**src/hdl/assert_macros.svh**
```systemverilog
// Assertion macros shared by the RTL. Each use sits in a module that has
// clock and reset in scope.
`ifndef ASSERT_MACROS_SVH
`define ASSERT_MACROS_SVH
`ifndef ASSERT_OFF
`define FIQ_ASSERT(label, prop, msg) \
   label: assert property (@(posedge clock) disable iff (reset) prop) else $error(msg);
`define FIQ_ASSERT_NEVER(label, expr, msg) \
   label: assert property (@(posedge clock) disable iff (reset) !(expr)) else $error(msg);
`else
`define FIQ_ASSERT(label, prop, msg)
`define FIQ_ASSERT_NEVER(label, expr, msg)
`endif
`endif

```
**src/hdl/fiq_pkg.sv**
```systemverilog
package fiq_pkg;

   // Buttons with a run counter, and buttons wired to the panel
   localparam int BUTTON_COUNT  = 3;
   localparam int PANEL_BUTTONS = 3;
   localparam int LEFT_BUTTON   = 0;
   localparam int RIGHT_BUTTON  = 2;

   localparam int COUNTER_WIDTH = 4;
   localparam logic [COUNTER_WIDTH-1:0] COUNTER_MAX = 4'd15;

   localparam int POT_WIDTH   = 10;
   localparam int ENC_WIDTH   = 16;
   localparam int DELTA_WIDTH = ENC_WIDTH + 1;

   // Configuration port
   localparam int CSR_INDEX_WIDTH = 1;
   localparam int CSR_DATA_WIDTH  = 10;

   typedef enum logic [CSR_INDEX_WIDTH-1:0] {
      CSR_DEBOUNCE_THRESHOLD = 1'b0,
      CSR_POT_THRESHOLD      = 1'b1
   } csr_index_type;

   localparam logic [COUNTER_WIDTH-1:0] DEBOUNCE_THRESHOLD_RESET = 4'd3;
   localparam logic [POT_WIDTH-1:0]     POT_THRESHOLD_RESET      = 10'd8;

   typedef struct packed {
      logic [PANEL_BUTTONS-1:0] fell;
      logic                     held_changed;
      logic                     switch_fell;
      logic                     switch_changed;
      logic                     combo_fell;
   } button_events_type;

   typedef struct packed {
      logic signed [DELTA_WIDTH-1:0] delta;
      logic                          delta_changed;
      logic                          pot_active;
      logic                          pot_changed;
   } motion_events_type;

endpackage

```
**src/hdl/fiq_buttons.sv**
```systemverilog
module fiq_buttons (
   input  logic                                 clock,
   input  logic                                 reset,
   input  logic                                 advance,
   input  logic [fiq_pkg::PANEL_BUTTONS-1:0]    raw,
   input  logic                                 switch_raw,
   input  logic [fiq_pkg::COUNTER_WIDTH-1:0]    threshold,
   output fiq_pkg::button_events_type           events
);

   logic [fiq_pkg::COUNTER_WIDTH-1:0] count_ff [fiq_pkg::BUTTON_COUNT];
   logic [fiq_pkg::COUNTER_WIDTH-1:0] count_in [fiq_pkg::BUTTON_COUNT];
   logic [fiq_pkg::BUTTON_COUNT-1:0]  held_ff;
   logic [fiq_pkg::BUTTON_COUNT-1:0]  held_in;
   logic [fiq_pkg::BUTTON_COUNT-1:0]  fell_all;
   logic [fiq_pkg::PANEL_BUTTONS-1:0] fell_panel;
   logic                              switch_ff;
   logic                              combo_ff;
   logic                              combo_in;

   // Per-button run counter and held level
   for (genvar g = 0; g < fiq_pkg::BUTTON_COUNT; g++) begin : g_button
      logic level;

      if (g < fiq_pkg::PANEL_BUTTONS) begin : g_wired
         assign level = raw[g];
      end else begin : g_unwired
         assign level = 1'b0;
      end

      // Count up and saturate while high, clear on low
      always_comb begin
         if (level) begin
            count_in[g] = (count_ff[g] == fiq_pkg::COUNTER_MAX) ?
                          fiq_pkg::COUNTER_MAX : count_ff[g] + 1'b1;
         end else begin
            count_in[g] = '0;
         end
         held_in[g] = count_in[g] > threshold;
      end

      always_ff @(posedge clock) begin
         if (reset) begin
            count_ff[g] <= '0;
         end else if (advance) begin
            count_ff[g] <= count_in[g];
         end
      end
   end

   assign fell_all = held_ff & ~held_in;

   // Map counted buttons onto the panel press outputs
   for (genvar p = 0; p < fiq_pkg::PANEL_BUTTONS; p++) begin : g_panel
      if (p < fiq_pkg::BUTTON_COUNT) begin : g_counted
         assign fell_panel[p] = fell_all[p];
      end else begin : g_absent
         assign fell_panel[p] = 1'b0;
      end
   end

   assign combo_in = raw[fiq_pkg::LEFT_BUTTON] & raw[fiq_pkg::RIGHT_BUTTON];

   always_comb begin
      events.fell           = fell_panel;
      events.held_changed   = held_in != held_ff;
      events.switch_fell    = switch_ff & ~switch_raw;
      events.switch_changed = switch_ff != switch_raw;
      events.combo_fell     = combo_ff & ~combo_in;
   end

   // Hold the previous frame's levels
   always_ff @(posedge clock) begin
      if (reset) begin
         held_ff   <= '0;
         switch_ff <= 1'b0;
         combo_ff  <= 1'b0;
      end else if (advance) begin
         held_ff   <= held_in;
         switch_ff <= switch_raw;
         combo_ff  <= combo_in;
      end
   end

endmodule

```
**src/hdl/fiq_motion.sv**
```systemverilog
module fiq_motion (
   input  logic                                    clock,
   input  logic                                    reset,
   input  logic                                    advance,
   input  logic [fiq_pkg::POT_WIDTH-1:0]           pot_sample,
   input  logic signed [fiq_pkg::ENC_WIDTH-1:0]    encoder_count,
   input  logic [fiq_pkg::POT_WIDTH-1:0]           pot_threshold,
   output fiq_pkg::motion_events_type              events
);

   logic signed [fiq_pkg::ENC_WIDTH-1:0]   last_count_ff;
   logic signed [fiq_pkg::DELTA_WIDTH-1:0] delta_ff;
   logic signed [fiq_pkg::DELTA_WIDTH-1:0] delta_in;
   logic [fiq_pkg::POT_WIDTH-1:0]          pot_ff;
   logic [fiq_pkg::POT_WIDTH:0]            pot_sub;
   logic [fiq_pkg::POT_WIDTH:0]            pot_neg;
   logic [fiq_pkg::POT_WIDTH-1:0]          pot_diff;

   // Encoder delta: previous count minus current count, sign extended
   assign delta_in = {last_count_ff[fiq_pkg::ENC_WIDTH-1], last_count_ff}
                   - {encoder_count[fiq_pkg::ENC_WIDTH-1], encoder_count};

   // Absolute pot change
   assign pot_sub  = {1'b0, pot_sample} - {1'b0, pot_ff};
   assign pot_neg  = -pot_sub;
   assign pot_diff = pot_sub[fiq_pkg::POT_WIDTH] ? pot_neg[fiq_pkg::POT_WIDTH-1:0]
                                                 : pot_sub[fiq_pkg::POT_WIDTH-1:0];

   always_comb begin
      events.delta         = delta_in;
      events.delta_changed = delta_in != delta_ff;
      events.pot_active    = pot_diff > pot_threshold;
      events.pot_changed   = pot_sample != pot_ff;
   end

   // Hold the previous frame's encoder and pot values
   always_ff @(posedge clock) begin
      if (reset) begin
         last_count_ff <= '0;
         delta_ff      <= '0;
         pot_ff        <= '0;
      end else if (advance) begin
         last_count_ff <= encoder_count;
         delta_ff      <= delta_in;
         pot_ff        <= pot_sample;
      end
   end

endmodule

```
**src/hdl/frame_input_qualifier.sv**
```systemverilog
// Path: a request transaction passes through the input register, then the result
// register; a stalled response channel holds the result there until it is taken.
// Throughput: one transaction per cycle while results are taken; the input register
// takes one more transaction while a result waits on a stalled response channel.
// Reset: synchronous, clears the valid flags of both registers, all frame history
// and run counters, and loads threshold defaults 3 (debounce) and 8 (pot).
`include "assert_macros.svh"

module frame_input_qualifier (
   input  logic                                        clock,
   input  logic                                        reset,

   input  logic                                        req_valid,
   output logic                                        req_ready,
   input  logic                                        req_left_raw,
   input  logic                                        req_middle_raw,
   input  logic                                        req_right_raw,
   input  logic                                        req_switch_raw,
   input  logic [fiq_pkg::POT_WIDTH-1:0]               req_pot_sample,
   input  logic signed [fiq_pkg::ENC_WIDTH-1:0]        req_encoder_count,

   output logic                                        rsp_valid,
   input  logic                                        rsp_ready,
   output logic                                        rsp_active,
   output logic                                        rsp_left_pressed,
   output logic                                        rsp_middle_pressed,
   output logic                                        rsp_right_pressed,
   output logic                                        rsp_switch_pressed,
   output logic                                        rsp_reset_pressed,
   output logic                                        rsp_turned_right,
   output logic                                        rsp_turned_left,
   output logic signed [fiq_pkg::DELTA_WIDTH-1:0]      rsp_position_delta,
   output logic                                        rsp_pot_changed,
   output logic [fiq_pkg::POT_WIDTH-1:0]               rsp_pot_level,

   input  logic                                        csr_valid,
   output logic                                        csr_ready,
   input  logic [fiq_pkg::CSR_INDEX_WIDTH-1:0]         csr_index,
   input  logic [fiq_pkg::CSR_DATA_WIDTH-1:0]          csr_wdata
);

   logic [fiq_pkg::COUNTER_WIDTH-1:0]      debounce_threshold_ff;
   logic [fiq_pkg::POT_WIDTH-1:0]          pot_threshold_ff;

   logic                                   s1_valid_ff;
   logic [fiq_pkg::PANEL_BUTTONS-1:0]      s1_raw_ff;
   logic                                   s1_switch_ff;
   logic [fiq_pkg::POT_WIDTH-1:0]          s1_pot_ff;
   logic signed [fiq_pkg::ENC_WIDTH-1:0]   s1_encoder_ff;
   logic                                   s1_advance;
   logic                                   req_accept;

   logic                                   rsp_valid_ff;
   logic                                   rsp_active_ff;
   logic [fiq_pkg::PANEL_BUTTONS-1:0]      rsp_pressed_ff;
   logic                                   rsp_switch_pressed_ff;
   logic                                   rsp_reset_pressed_ff;
   logic                                   rsp_turned_right_ff;
   logic                                   rsp_turned_left_ff;
   logic signed [fiq_pkg::DELTA_WIDTH-1:0] rsp_position_delta_ff;
   logic                                   rsp_pot_changed_ff;
   logic [fiq_pkg::POT_WIDTH-1:0]          rsp_pot_level_ff;

   fiq_pkg::button_events_type             button_events;
   fiq_pkg::motion_events_type             motion_events;

   // Configuration registers: always ready
   assign csr_ready = 1'b1;

   always_ff @(posedge clock) begin
      if (reset) begin
         debounce_threshold_ff <= fiq_pkg::DEBOUNCE_THRESHOLD_RESET;
         pot_threshold_ff      <= fiq_pkg::POT_THRESHOLD_RESET;
      end else if (csr_valid) begin
         unique case (fiq_pkg::csr_index_type'(csr_index))
            fiq_pkg::CSR_DEBOUNCE_THRESHOLD: begin
               debounce_threshold_ff <= csr_wdata[fiq_pkg::COUNTER_WIDTH-1:0];
            end
            fiq_pkg::CSR_POT_THRESHOLD: begin
               pot_threshold_ff <= csr_wdata[fiq_pkg::POT_WIDTH-1:0];
            end
         endcase
      end
   end

   // Input register advances into the result register when that is free
   assign s1_advance = s1_valid_ff && (!rsp_valid_ff || rsp_ready);
   assign req_ready  = !s1_valid_ff || !rsp_valid_ff || rsp_ready;
   assign req_accept = req_valid && req_ready;

   always_ff @(posedge clock) begin
      if (reset) begin
         s1_valid_ff <= 1'b0;
      end else if (req_accept) begin
         s1_valid_ff <= 1'b1;
      end else if (s1_advance) begin
         s1_valid_ff <= 1'b0;
      end
   end

   // Capture the request payload
   always_ff @(posedge clock) begin
      if (req_accept) begin
         s1_raw_ff     <= {req_right_raw, req_middle_raw, req_left_raw};
         s1_switch_ff  <= req_switch_raw;
         s1_pot_ff     <= req_pot_sample;
         s1_encoder_ff <= req_encoder_count;
      end
   end

   fiq_buttons u_buttons (
      .clock      (clock),
      .reset      (reset),
      .advance    (s1_advance),
      .raw        (s1_raw_ff),
      .switch_raw (s1_switch_ff),
      .threshold  (debounce_threshold_ff),
      .events     (button_events)
   );

   fiq_motion u_motion (
      .clock         (clock),
      .reset         (reset),
      .advance       (s1_advance),
      .pot_sample    (s1_pot_ff),
      .encoder_count (s1_encoder_ff),
      .pot_threshold (pot_threshold_ff),
      .events        (motion_events)
   );

   // Result register valid: load on advance, drop once taken
   always_ff @(posedge clock) begin
      if (reset) begin
         rsp_valid_ff <= 1'b0;
      end else if (s1_advance) begin
         rsp_valid_ff <= 1'b1;
      end else if (rsp_ready) begin
         rsp_valid_ff <= 1'b0;
      end
   end

   // Result payload
   always_ff @(posedge clock) begin
      if (s1_advance) begin
         rsp_active_ff         <= motion_events.delta_changed | motion_events.pot_active
                                | button_events.held_changed | button_events.switch_changed;
         rsp_pressed_ff        <= button_events.fell;
         rsp_switch_pressed_ff <= button_events.switch_fell;
         rsp_reset_pressed_ff  <= button_events.combo_fell;
         rsp_turned_right_ff   <= motion_events.delta[fiq_pkg::DELTA_WIDTH-1];
         rsp_turned_left_ff    <= !motion_events.delta[fiq_pkg::DELTA_WIDTH-1]
                                && (motion_events.delta != '0);
         rsp_position_delta_ff <= motion_events.delta;
         rsp_pot_changed_ff    <= motion_events.pot_changed;
         rsp_pot_level_ff      <= s1_pot_ff;
      end
   end

   assign rsp_valid          = rsp_valid_ff;
   assign rsp_active         = rsp_active_ff;
   assign rsp_left_pressed   = rsp_pressed_ff[0];
   assign rsp_middle_pressed = rsp_pressed_ff[1];
   assign rsp_right_pressed  = rsp_pressed_ff[2];
   assign rsp_switch_pressed = rsp_switch_pressed_ff;
   assign rsp_reset_pressed  = rsp_reset_pressed_ff;
   assign rsp_turned_right   = rsp_turned_right_ff;
   assign rsp_turned_left    = rsp_turned_left_ff;
   assign rsp_position_delta = rsp_position_delta_ff;
   assign rsp_pot_changed    = rsp_pot_changed_ff;
   assign rsp_pot_level      = rsp_pot_level_ff;

   // A turn has one direction only
   `FIQ_ASSERT_NEVER(a_one_direction,
      rsp_valid_ff && rsp_turned_right_ff && rsp_turned_left_ff, "both turn directions set")
   // A debounced press is a held-level change, so it marks the frame active
   `FIQ_ASSERT(a_press_active,
      rsp_valid_ff && (rsp_pressed_ff != '0) |-> rsp_active_ff, "press without activity")
   // A waiting input transaction is kept while the result side is stalled
   `FIQ_ASSERT(a_s1_hold, s1_valid_ff && !s1_advance |=> s1_valid_ff && $stable(s1_pot_ff),
      "input register lost a transaction")
   // An advance lands in the result register
   `FIQ_ASSERT(a_rsp_load, s1_advance |=> rsp_valid_ff, "advance did not load result")

endmodule

```
**config.mk**
```make
export PLATFORM = sky130hd
export DESIGN_NAME = frame_input_qualifier
export DESIGN_NICKNAME = d
export VERILOG_FILES = /design/src/hdl/fiq_pkg.sv /design/src/hdl/fiq_buttons.sv /design/src/hdl/fiq_motion.sv /design/src/hdl/frame_input_qualifier.sv
export VERILOG_INCLUDE_DIRS = /design/src /design/src/hdl
export SDC_FILE = /design/constraint.sdc
export NUM_CORES = 1
export LEC_CHECK = 0
export BUFFER_PORTS_ARGS = -buffer_cell sky130_fd_sc_hd__buf_2
export CELL_PAD_IN_SITES_DETAIL_PLACEMENT = 0
export CELL_PAD_IN_SITES_GLOBAL_PLACEMENT = 2
export CORE_UTILIZATION = 37
export DETAILED_ROUTE_END_ITERATION = 7
export PLACE_DENSITY = 0.85
export SYNTH_ARGS = -nofsm -noshare
export SYNTH_HDL_FRONTEND = slang
export SYNTH_SLANG_ARGS = --single-unit
```
**constraint.sdc**
```tcl
create_clock -name clock -period 5.4 [get_ports clock]
set_clock_uncertainty 0.05 [all_clocks]
set_input_delay 1.62 -clock clock [delete_from_list [all_inputs] [get_ports clock]]
set_output_delay 1.62 -clock clock [all_outputs]
set_load 0.01 [all_outputs]
```
# Word level (Yosys, flattened, before mapping)
# Memories as Yosys holds them, arrays and structs flattened.
# Cells that the tools add are included.
dict set report classes {
  addsub 6
  mul 0
  div_mod_pow 0
  magnitude_cmp 4
  n_eq_ne 7
  n_shift 0
  muxes 19
  bitwise_logic 14
  n_reduce_logical 14
}
# cell n
set ops {}
lappend ops {{2-to-1 mux 4 bit} 9}
lappend ops {{inequality test 17 bit} 1}
lappend ops {{nonzero test 17 bit} 1}
lappend ops {{subtractor 16 x 16 -> 17 bit} 1}
lappend ops {{adder 4 x 1 -> 4 bit, second input constant} 3}
lappend ops {{== test 4 bit, second input constant} 3}
lappend ops {{greater-than comparator 4 bit} 3}
lappend ops {{subtractor 10 x 10 -> 11 bit} 1}
lappend ops {{greater-than comparator 10 bit} 1}
lappend ops {{2-to-1 mux 10 bit} 1}
lappend ops {{inequality test 10 bit} 1}
lappend ops {{negator 10 bit} 1}
lappend ops {{2-to-1 mux 1 bit} 9}
lappend ops {{OR 1 bit} 6}
lappend ops {{AND reduction 2 bit} 2}
lappend ops {{nonzero test 2 bit} 2}
lappend ops {{AND 1 bit} 3}
lappend ops {{AND 3 bit} 1}
lappend ops {{logical AND 1 bit} 3}
lappend ops {{logical NOT 1 bit} 3}
lappend ops {{logical OR 1 bit} 3}
lappend ops {{inequality test 3 bit} 1}
lappend ops {{inverter 1 bit} 3}
lappend ops {{inverter 3 bit} 1}
lappend ops {{inequality test 1 bit} 1}
dict set report word_totals {
  reg_bits 130
  latchBits 0
  ramBits 12
  mem_bits_ro 0
  input_bits 46
  output_inout_bits 39
  elab_cells 88
  memories 1
}
# name words width rd rd_clocked_by_memory_dff wr line
set mem_list {}
lappend mem_list {u_buttons.count_ff 3 4 3 0 3 fiq_buttons.sv:11} ;# logic [fiq_pkg::COUNTER_WIDTH-1:0] count_ff [fiq_pkg::BUTTON_COUNT];

# Longest topological paths before layout
# An unclocked memory read counts as a cell.
dict set report depth {
  word_depth 8
  depth_mapped 22
  ltp_nobuf 22
}

# Hierarchy
# From an unflattened synthesis, not the netlist that was laid out.
dict set report hier_totals {
  cells_unflattened 705
  hier_area_um2 7372.1
}
# mod instances cells_each area_each_um2 seq_area_each_um2
set by_module_without_submodules {}
lappend by_module_without_submodules {fiq_motion 1 436 3578.4 860.8}
lappend by_module_without_submodules {frame_input_qualifier 1 142 2598.7 2272.2}
lappend by_module_without_submodules {fiq_buttons 1 127 1194.9 460.4}

# Worst setup path after synthesis
# OpenSTA, ideal clock, no wires.
dict set report synth_timing {
  path_type {flip-flop to flip-flop}
  start {register s1_pot_ff[0] in the netlist's numbering}
  end {register rsp_active_ff, in the netlist rsp_active, data pin}
  setup_ns 0.277
  arrival_ns 4.149
  required_ns 5.073
  slack_ns 0.925
  stages_incl_launch_ff 20
  n_path_buf 0
  period_less_slack_ns 4.475
  path_cell_list {edfxtp_1 -> inv_1 -> ha_1 -> inv_1 -> fa_1 -> a21o_1 -> a21oi_1 -> o21ai_0 -> a221oi_1 -> nand2_1 -> xor2_1 -> ha_1 -> a21o_1 -> a21o_1 -> a211oi_1 -> o21ai_0 -> a2111oi_2 -> o2111ai_1 -> nor4_1 -> o2111ai_1}
}
dict set report synth_via {
  elab_chain_len 7
}
# element line
set synth_lines {}
lappend synth_lines {{start, declared} frame_input_qualifier.sv:48} ;# logic [fiq_pkg::POT_WIDTH-1:0] s1_pot_ff;
lappend synth_lines {{start signal, assigned} frame_input_qualifier.sv:106} ;# s1_pot_ff <= req_pot_sample;
lappend synth_lines {{subtractor 10 x 10 -> 11 bit (*)} fiq_motion.sv:24} ;# assign pot_sub = {1'b0, pot_sample} - {1'b0, pot_ff};
lappend synth_lines {{negator 10 bit} fiq_motion.sv:25} ;# assign pot_neg = -pot_sub;
lappend synth_lines {{2-to-1 mux 10 bit (*)} fiq_motion.sv:26} ;# assign pot_diff = pot_sub[fiq_pkg::POT_WIDTH] ? pot_neg[fiq_pkg::POT_WIDTH-1:0]
lappend synth_lines {{greater-than comparator 10 bit (*)} fiq_motion.sv:32} ;# events.pot_active = pot_diff > pot_threshold;
lappend synth_lines {{OR 1 bit (*)} frame_input_qualifier.sv:145} ;# rsp_active_ff <= motion_events.delta_changed | motion_events.pot_active
lappend synth_lines {{OR 1 bit (*) (2 in series)} frame_input_qualifier.sv:146} ;# | button_events.held_changed | button_events.switch_changed;
lappend synth_lines {{end signal, assigned} frame_input_qualifier.sv:145}
lappend synth_lines {{end, declared} frame_input_qualifier.sv:54} ;# logic rsp_active_ff;
# Every way passes the cells marked *; elsewhere a longest branch is shown, timed or not.
# A chain may end at the register's enable or synchronous reset.

# Final worst setup path
# Ends and elaborated chain as after synthesis.

==> metrics.md <==
| Metric | Value |
|---|---|
| Status | `complete, no violations` |
| Final min period | `4.66 ns` |
| CTS tree | `built` |
| Sequential area share after synthesis | `47.7%` |
| RSZ-0062 raised after global routing | `false` |
| First-pass GRT wire length | `27400 um` |
| Reg clk slew, reported paths | `0.06 ns` |
| Critical path's largest stage delay | `0.41 ns` |
| Synth warnings | `0` |
| Dominant synthesized flop cell | `edfxtp_1` |
| Final WL | `17200 um` |
| Placed insts | `1108` |
| Root Driver | `clkbuf_16` |
| Vias | `5649` |
| Setup violations, final | `0` |
| Nets | `966` |
| CP endpoint kind | `register` |
| Crit start category | `register` |
| Synth async-reset ratio | `0%` |
| Worst-Skew Late Latency | `0.42 ns` |
| Worst-path cell chain | `inv_1 > ha_1 > inv_1 > fa_1 > a21o_1 > a21oi_1 > o21bai_1 > a21oi_1 > xnor2_1 > or4_1 > o21ai_0 > xnor2_1 > ha_1 > nand2_1 > nor2_1 > a211oi_1 > o21ai_0 > a2111oi_2 > o2111ai_1 > nor4_1 > o2111ai_1` |
| Crit Path Class | `register to register` |
| Netlist Area Pre-Place | `0.00753 sq mm` |
| WP data arrival | `4.76 ns` |
| Core Region | `0.0197 sq mm` |
| Critical Path RT | `5.50 ns` |
| Avg Cell Area, Syn | `9.60 sq um` |
| Worst-margin pin slew | `1.02 ns` |
| Commonest non-fill, non-tap cells in the layout | `nand2_1 (124), buf_2 (83), edfxtp_1 (77), a21oi_1 (69), dfxtp_1 (64)` |
| Post-route ant nets | `0` |
| Max transition margin | `31.9%` |
| Clk buf depth | `2` |
| Final hold violation count | `0` |
| Fillcell total | `1922` |
| WL/cell | `15.1 um` |
| Initial Util | `38.2%` |
| Power per cell area | `331 mW/mm^2` |
| GRT overflow | `0` |
| Yosys cell types | `66` |
| Register bit total from synthesis | `141` |
| Largest net degree at the start of global routing | `47` |
| Commonest non-fill, non-tap cell in the layout | `nand2_1` |
| Maxcap violations | `0` |
| Layout cells sized above 1 | `15.3%` |
| Initial antenna violation count | `0` |
| Sink Count | `141` |
| Number of synthesized flops with an enable pin | `77` |
| WP buf/inv | `2` |
| Worst Hold Class | `register to register` |
| Row count | `51` |
| Worst Path Max Fanout | `3` |
| Port Buffer Count | `83` |
| Initial DRC Count | `304` |
| Detail Placement HPWL | `12500 um` |
| F_max | `0.215 GHz` |
| Vias per cell | `4.96` |
| Die Ht | `145 um` |
| Leakage | `3.57 nW` |
| Post-CTS setup buffer count | `0` |
| Total CTS buffers | `17` |
| Post-CTS sizing | `0` |
| Final setup TNS | `0 ns` |
| # IOs | `85` |
| Residual DRC count | `0` |
| Drt pass-1 iters | `5` |
| Die area | `0.0209 sq mm` |
| Ant diodes | `0` |
| Final slew viol count | `0` |
| Cell Count, Final, Fillers Out | `1140` |
| Gr usage total | `17.5%` |
| Vias in the first global route | `5365` |
| Final Wtd Congestion | `0.842` |
| Chip width | `145 um` |
| Peak supply drop | `208 uV` |
| Largest delay contributor family on the critical path | `compound AO/OA/AOI/OAI gates` |
| Area Overhead vs Synth | `16.3%` |
| CP max stage cell | `edfxtp_1` |
| Post-Syn Instances | `784` |
| Post-cts hold buffer count | `0` |
| Fin crit share | `86.3%` |
| H-tree lvl count | `4` |
| Syn nets | `888` |
[registers in the layout, summed over array words and instances (netlist names), 3 cells and up]
name,cells
debounce_threshold_ff,4
s1_encoder_ff,16
s1_raw_ff,3
u_motion.last_count_ff,16
rsp_position_delta,16
u_buttons.count_ff,12
pot_threshold_ff,10
rsp_pot_level,10
u_buttons.held_ff,3
u_motion.delta_ff,17
s1_pot_ff,10
rsp_pressed_ff,3
u_motion.pot_ff,10
[cell type report]
class	instances	area [sq um]	area share [%]
Inverter	61	229	2.62
Timing Repair Buffer	88	453	5.17
Sequential cell	141	3590	41.0
Tap cell	265	332	3.79
Multi-Input combinational cell	553	3560	40.7
Clock buffer	18	429	4.90
Clock inverter	14	159	1.82
[power breakdown]
group | internal [mW] | leakage [nW] | switching (mW)
logic | 0.202 | 2.03 | 0.295
registers | 1.20 | 1.27 | 0.0355
clock network | 0.689 | 0.271 | 0.479
total | 2.09 | 3.57 | 0.809
[worst paths after layout]
check                                  start                         endpoint  slack, ns  depth (start not counted)
min reg2reg  u_motion.pot_ff[3]$_SDFFE_PP0P_  u_motion.pot_ff[3]$_SDFFE_PP0P_       0.40                          2
max reg2reg           s1_pot_ff[0]$_DFFE_PP_             rsp_active$_DFFE_PP_       0.74                         21
max                   s1_pot_ff[0]$_DFFE_PP_             rsp_active$_DFFE_PP_       0.74                         21
min          u_motion.pot_ff[3]$_SDFFE_PP0P_  u_motion.pot_ff[3]$_SDFFE_PP0P_       0.40                          2
[synthesized netlist by cell type, types with 4 or more instances]
cell       number  area share [%]
nor4_1          6            0.50
nand3b_1        4            0.40
o21a_1          6            0.60
inv_1          60             3.0
nor2_1         60             3.0
a211oi_1        9            0.90
nand4_1         7            0.58
o31ai_1         4            0.40
nand2_1       124             6.2
xor2_1         11             1.3
o21ai_0        31             2.1
nor3_1          6            0.40
a21o_1         10             1.0
nor2b_1         9            0.75
dfxtp_1        64              17
o21bai_1        4            0.40
edfxtp_1       77              31
ha_1           56             9.3
and2_1         10            0.83
clkbuf_1       17            0.85
and3_1         12             1.0
a21oi_1        69             4.6
xnor2_1        29             3.4
nand2b_1       16             1.3
a41o_1          4            0.53
nand3_1        12            0.80
o2111ai_1       4            0.47
a31oi_1         6            0.50
[through the flow]
stage	hold WS [ns]	area (sq um)	utilization [%]	power (mW)	setup WS, ns
CTS	0.406	8750	44.4	2.94	0.714
floorplan	0.382	7530	-	1.62	0.925
finish	0.403	8750	44.4	2.90	0.740
detailed placement	0.398	8170	41.4	1.76	0.718
global route	0.416	8750	44.4	3.04	0.296
global placement	0.392	8170	41.4	1.76	0.809
[kinds of logic (layout without fill, tap and decap cells)]
family                     after synthesis  count (layout)  share of synthesized area [%]
other                                    1               1                         0.0498
buffers and inverters                   90             181                           4.99
muxes                                    3               3                          0.399
DFF                                    141             141                           47.7
adders and majority gates               58              58                           9.84
xor gates and xnor gates                42              42                           5.17
and+or+nand+nor                        278             278                           17.1
AOI/OAI and AO/OA                      171             171                           14.7
[routing by layer]
| metal | global-route usage (%) | routed length [um] | vias to the layer above |
|---|---|---|---|
| li1 | - | - | 2908 |
| met1 | 22.5 | 8020 | 2606 |
| met2 | 28.7 | 8200 | 110 |
| met3 | 3.44 | 539 | 25 |
| met4 | 7.09 | 401 | 0 |
| met5 | 0 | 0 | - |
[worst register-to-register path, stage by stage, from the launching register on]
cell and delay [ns]:
edfxtp_1 0.41, inv_1 0.08, ha_1 0.16, inv_1 0.05, fa_1 0.39, a21o_1 0.17, a21oi_1 0.26, o21bai_1 0.11
a21oi_1 0.17, xnor2_1 0.12, or4_1 0.40, o21ai_0 0.20, xnor2_1 0.15, ha_1 0.26, nand2_1 0.06, nor2_1 0.04
a211oi_1 0.21, o21ai_0 0.17, a2111oi_2 0.35, o2111ai_1 0.16, nor4_1 0.27, o2111ai_1 0.13
Power figures use the tool's default switching activity.
